File: config.mk
export PLATFORM = sky130hd
export DESIGN_NAME = gsa_slot_chain
export DESIGN_NICKNAME = d
export VERILOG_FILES = /design/src/gsa_pkg.sv /design/src/gsa_cell.sv /design/src/gsa_slot_chain.sv
export SDC_FILE = /design/constraint.sdc
export NUM_CORES = 2
export LEC_CHECK = 0
export BUFFER_PORTS_ARGS = -buffer_cell sky130_fd_sc_hd__buf_2
export CAP_MARGIN = 20
export CORE_MARGIN = 8
export CORE_UTILIZATION = 58
export CTS_CLUSTER_DIAMETER = 80
export DETAILED_ROUTE_END_ITERATION = 8
export GPL_TIMING_DRIVEN = 0
export PLACE_DENSITY = 0.76
export SLEW_MARGIN = 40
export SYNTH_ARGS = -nofsm -noshare
export SYNTH_HDL_FRONTEND = slang
export SYNTH_HIERARCHICAL = 1
export SYNTH_SLANG_ARGS = --single-unit
export TNS_END_PERCENT = 1
File: constraint.sdc
create_clock -name clk -period 3.81 [get_ports clk]
set_input_delay 0.1905 -clock clk [delete_from_list [all_inputs] [get_ports clk]]
set_output_delay 0.1905 -clock clk [all_outputs]
set_load 0.05 [all_outputs]
File: src/gsa_pkg.sv
// Shared types, constants and codes for the generational slot allocator.
// No dependencies; every other source file refers to it by scoped names.
`default_nettype none

package gsa_pkg;

  localparam int MAX_SLOTS  = 256;
  localparam int IDX_W      = 8;
  localparam int CELL_SLOTS = 8;
  localparam int LOC_W      = $clog2(CELL_SLOTS);
  localparam int NCELLS     = MAX_SLOTS / CELL_SLOTS;
  localparam int CELL_ID_W  = IDX_W - LOC_W;
  localparam int CNT_W      = $clog2(NCELLS);
  localparam int SLOT_CNT_W = $clog2(MAX_SLOTS + 1);
  localparam int CFG_W      = 9;
  localparam int GEN_W      = 32;
  localparam int FLAGS_W    = 32;
  localparam int TAG_W      = 32;
  localparam int OP_W       = 2;
  localparam int STATUS_W   = 2;
  localparam int IN_FIELD_W = IDX_W + GEN_W + FLAGS_W + TAG_W;
  localparam int IN_DATA_W  = ((IN_FIELD_W + 7) / 8) * 8;
  localparam int OUT_FIELD_W = STATUS_W + 1 + IDX_W + GEN_W + TAG_W;
  localparam int OUT_DATA_W = ((OUT_FIELD_W + 7) / 8) * 8;

  localparam logic [GEN_W-1:0] GEN_MAX   = {GEN_W{1'b1}};
  localparam logic [GEN_W-1:0] GEN_FIRST = GEN_W'(1);
  localparam logic [CFG_W-1:0] LIMIT_RESET = CFG_W'(MAX_SLOTS);

  localparam logic [OP_W-1:0] OP_DESTROY = 2'd0;
  localparam logic [OP_W-1:0] OP_SPAWN   = 2'd1;
  localparam logic [OP_W-1:0] OP_QUERY   = 2'd2;

  localparam logic [STATUS_W-1:0] STAT_DONE      = 2'd0;
  localparam logic [STATUS_W-1:0] STAT_NOT_ALIVE = 2'd1;
  localparam logic [STATUS_W-1:0] STAT_FULL      = 2'd2;

  typedef enum logic [2:0] {
    ST_IDLE,
    ST_SEARCH,
    ST_PICK,
    ST_LOOKUP,
    ST_FINISH
  } state_t;

  typedef struct packed {
    logic             wr;
    logic [IDX_W-1:0] index;
    logic             live;
    logic             create;
    logic             retire;
  } slot_cmd_t;

  typedef struct packed {
    logic             found;
    logic [IDX_W-1:0] index;
  } cand_t;

endpackage

`default_nettype wire

File: src/gsa_cell.sv
// One cell of the slot chain: live, created and retired bits for a group of slots.
// Finds its lowest reusable slot and passes the best candidate to its lower neighbor.
// Depends on gsa_pkg.
`default_nettype none

module gsa_cell (
  input  logic                           clk,
  input  logic                           rst,
  input  logic [gsa_pkg::CELL_ID_W-1:0]  cell_id,
  input  gsa_pkg::slot_cmd_t             cmd,
  input  gsa_pkg::cand_t                 cand_in,
  output gsa_pkg::cand_t                 cand_out,
  output logic [gsa_pkg::CELL_SLOTS-1:0] live
);

  logic [gsa_pkg::CELL_SLOTS-1:0] created;
  logic [gsa_pkg::CELL_SLOTS-1:0] retired;
  logic [gsa_pkg::CELL_SLOTS-1:0] avail;
  logic                           loc_found;
  logic [gsa_pkg::LOC_W-1:0]      loc_idx;
  logic [gsa_pkg::LOC_W-1:0]      cmd_loc;
  logic                           cmd_hit;

  assign avail   = created & ~live & ~retired;
  assign cmd_loc = cmd.index[gsa_pkg::LOC_W-1:0];
  assign cmd_hit = cmd.wr && (cmd.index[gsa_pkg::IDX_W-1:gsa_pkg::LOC_W] == cell_id);

  always_comb begin
    loc_found = 1'b0;
    loc_idx   = '0;
    for (int j = gsa_pkg::CELL_SLOTS - 1; j >= 0; j--) begin
      if (avail[j]) begin
        loc_found = 1'b1;
        loc_idx   = gsa_pkg::LOC_W'(j);
      end
    end
  end

  always_ff @(posedge clk) begin
    if (rst) begin
      live    <= '0;
      created <= '0;
      retired <= '0;
    end else if (cmd_hit) begin
      live[cmd_loc] <= cmd.live;
      if (cmd.create) begin
        created[cmd_loc] <= 1'b1;
      end
      if (cmd.retire) begin
        retired[cmd_loc] <= 1'b1;
      end
    end
  end

  always_ff @(posedge clk) begin
    if (rst) begin
      cand_out <= '0;
    end else if (loc_found) begin
      cand_out.found <= 1'b1;
      cand_out.index <= {cell_id, loc_idx};
    end else begin
      cand_out <= cand_in;
    end
  end

endmodule

`default_nettype wire

File: src/gsa_slot_chain.sv
// Row of slot cells; the lowest reusable slot ripples down to cell 0.
// Depends on gsa_pkg and gsa_cell.
`default_nettype none

module gsa_slot_chain (
  input  logic                          clk,
  input  logic                          rst,
  input  gsa_pkg::slot_cmd_t            cmd,
  output gsa_pkg::cand_t                cand,
  output logic [gsa_pkg::MAX_SLOTS-1:0] live_all
);

  gsa_pkg::cand_t link [gsa_pkg::NCELLS+1];

  assign link[gsa_pkg::NCELLS] = '0;
  assign cand = link[0];

  for (genvar k = 0; k < gsa_pkg::NCELLS; k++) begin : g_cell
    gsa_cell u_cell (
      .clk      (clk),
      .rst      (rst),
      .cell_id  (gsa_pkg::CELL_ID_W'(k)),
      .cmd      (cmd),
      .cand_in  (link[k+1]),
      .cand_out (link[k]),
      .live     (live_all[k*gsa_pkg::CELL_SLOTS +: gsa_pkg::CELL_SLOTS])
    );
  end

endmodule

`default_nettype wire

==> impl_metrics.toml <==
[routing]
ant_nets = 0
drc = 0
dr.pass1.iters = 6
wl_per_cell_um = 19.9
wirelength_um = 143000
viasPerCell = 6.10
drt_iter0_markers = 4011
vias = 44000

[final_layout]
drive_gt1_share_pct = 12.6
stdcell_count = 7215
fin_util_pct = 68.7
fillCellCount = 6642
area_growth_pct = 17.1
finalInstanceArea_um2 = 57500
fin_nets = 6000

[logic_synthesis]
yosys_warnings = 6
synth.distinct_cells = 37
synth_edf_count = 0
yosysSeqAreaShare_pct = 43.1
ys_dominant_reg_cell = "dfxtp_1"
synthCells = 5250
syn_avg_cell_area_um2 = 9.35
synthArstFlopShare_pct = 0
synthesis.area_um2 = 49100
ys_ff_latch = 1056

[global_route]
grt_max_degree = 87
top_usage_layer = "met2"
grt_use_total_pct = 28.8
grtUsageMet3_pct = 5.18
grt_use_met2_pct = 47.7
grt_pass1_vias = 42600
grt_pass1_wl_um = 227000
antenna_found_initial = 1
overflow = 0
grt_use_met1_pct = 36.9

[setup_path]
cp.arrival_ns = 2.25
endpoint_kind = "flop"
critPathMaxStageDelay_ns = 0.52
worstPathRequired_ns = 4.34
worstPathCellList = "nor3b_4 > or4_1 > buf_2 > nor4_1 > nor2_1"
cp_max_fo = 6
start_kind = "flop"
slowest_stage = "or4_1"
critPathKind = "reg -> reg"

[clock_network]
htree_num_levels = 3
cts_buffers = 111
clkTransAtPathRegs_ns = 0.06
clock_sinks = 1056
worst_skew_pair.late_latency_ns = 0.68
ctsResizeCount = 0
cts_tree = "done"
cts_max_path_buffers = 3
cts_root_buffer = "clkbuf_16"

[sta]
maxSlewViolCount = 0
fmax_mhz = 580
min_period_ns = 1.72
finalHoldViolations = 0
fin_crit_sh_pct = 45.2
grt_setup_unrepaired = "no"
worst_pin_slew_ns = 0.735
fin_skew_ns = 0.0203
finalSetupTns_ns = 0
max_slew_margin_pct = 51.0
setup_viol = 0

[power_and_ir_drop]
p_seq_share_pct = 45.9
totalPowerFinal_w = 0.0242
pwr-share-clk_pct = 46.5
p_switching_w = 0.00593
leakage_nw = 23.9
swShare_pct = 24.5
internal_power_w = 0.0183
power_density_nw_per_um2 = 421
p_comb_share_pct = 7.6
peakVddDrop_uv = 460

[die]
dieArea_um2 = 94200
dieHeight_um = 307
row_count = 106
start_util_pct = 58.7
core-area_um2 = 83700
io_pins = 279
fp.dieW_um = 307

[placement]
dp_hpwl_um = 95500
postPlaceCellArea_um2 = 53600
place_inst = 7004
gp_congestion = 0.879
io_buffers = 276

[run]
cap_violations = 0

[run_status]
status = "completed"

[worst_hold_path]
hold_path.class = "in -> reg"
==> cells in the final DEF, fill, tap and decap left out, types with 38 or more instances in the layout <==
cell type | Yosys | routed
dfxtp_1 | 1056 | 1056
nor2_1 | 736 | 736
a41oi_1 | 512 | 512
buf_2 | 128 | 393
conb_1 | 2 | 329
nand2b_1 | 320 | 320
nand3_1 | 288 | 288
mux2i_1 | 256 | 256
clkbuf_1 | 224 | 248
nor3b_1 | 224 | 224
a21oi_1 | 192 | 192
nand4_1 | 160 | 160
o31ai_1 | 160 | 160
xor2_1 | 128 | 128
clkbuf_16 | 0 | 112
nand2_1 | 96 | 96
nor3_1 | 64 | 64
nor3b_4 | 64 | 64
buf_4 | 32 | 38
==> power groups by stage <==
stage	sequential (W)	combinational (W)	clock [W]
2_1_floorplan	0.0114	0.00111	0
3_3_place_gp	0.0114	0.00172	0
3_5_place_dp	0.0114	0.00176	0
4_1_cts	0.0111	0.00179	0.0114
5_1_grt	0.0111	0.00197	0.0119
6_report	0.0111	0.00184	0.0112
==> worst max-delay path: cells and delay by family, from the launching register on <==
kind                   cells  cell delay, ns
flip-flops                 1            0.42
AND/OR/NAND/NOR            4            1.00
buffers and inverters      1            0.17
==> sequential cells by signal, indices dropped and copies added (netlist names) <==
register,count
g_cell.u_cell/cand_out,288
g_cell.u_cell/created,256
g_cell.u_cell/live,256
g_cell.u_cell/retired,256
==> cells by family (layout without fill, tap and decap cells) <==
logic type      Yosys count  in the layout  synth area share (%)
xor+xnor                160            160                  2.85
buf+inv                 416            918                  3.75
other cells               2            331                0.0153
flops                  1056           1056                  43.1
compound gates         1088           1088                  17.2
mux                     256            256                  5.22
simple gates           2272           2272                  27.9
==> stage by stage <==
stage / hold WS [ns] / setup slack, ns
6_report: 0.0374 / 2.09
5_1_grt: 0.0112 / 1.98
2_1_floorplan: 0.368 / 1.97
4_1_cts: 0.00434 / 2.09
3_5_place_dp: 0.441 / 1.61
3_3_place_gp: 0.440 / -1.37
==> Yosys cell counts (64+ instances only) <==
| library cell | n | area, µm² |
|---|---|---|
| dfxtp_1 | 1056 | 21100 |
| nor2_1 | 736 | 2760 |
| a41oi_1 | 512 | 4480 |
| nand2b_1 | 320 | 2000 |
| nand3_1 | 288 | 1440 |
| mux2i_1 | 256 | 2560 |
| clkbuf_1 | 224 | 841 |
| nor3b_1 | 224 | 1680 |
| a21oi_1 | 192 | 961 |
| nand4_1 | 160 | 1000 |
| o31ai_1 | 160 | 1200 |
| buf_2 | 128 | 641 |
| xor2_1 | 128 | 1120 |
| nand2_1 | 96 | 360 |
| nor3_1 | 64 | 320 |
| nor3b_4 | 64 | 1200 |
==> what timing repair did <==
action                                 4_1_cts  5_1_grt
endpoints found under the hold margin      103        0
hold buffers                                 3        0
buffers inserted                             0        0
==> layer usage <==
layer / wire length, µm / share of wire (%)
met1: 60200 / 42
met2: 67300 / 47
met3: 10300 / 7.2
met4: 5590 / 3.9
met5: 0 / 0
==> path summary, 6_finish.rpt <==
path                                    to  cells after the start  slack (ns)                          start
max reg2reg   g_cell[7].u_cell/cand_out[8]                      5        2.09       g_cell[7].u_cell/live[2]
max           g_cell[7].u_cell/cand_out[8]                      5        2.09       g_cell[7].u_cell/live[2]
min reg2reg  g_cell[30].u_cell/cand_out[7]                      2        0.45  g_cell[31].u_cell/cand_out[7]
min           g_cell[23].u_cell/created[5]                      3        0.04                         cmd[1]
==> cell type report <==
cell class	instances	area, µm²	area share (%)
Antenna cell	2	5.00	0.00870
Buffer	416	1840	3.20
Clock buffer	158	3200	5.56
Clock inverter	48	646	1.12
Multi-Input combinational cell	4105	27300	47.5
Sequential cell	1056	21100	36.8
Tap cell	1134	1420	2.47
Timing Repair Buffer	296	1920	3.33
Power figures use the tool's default switching activity.
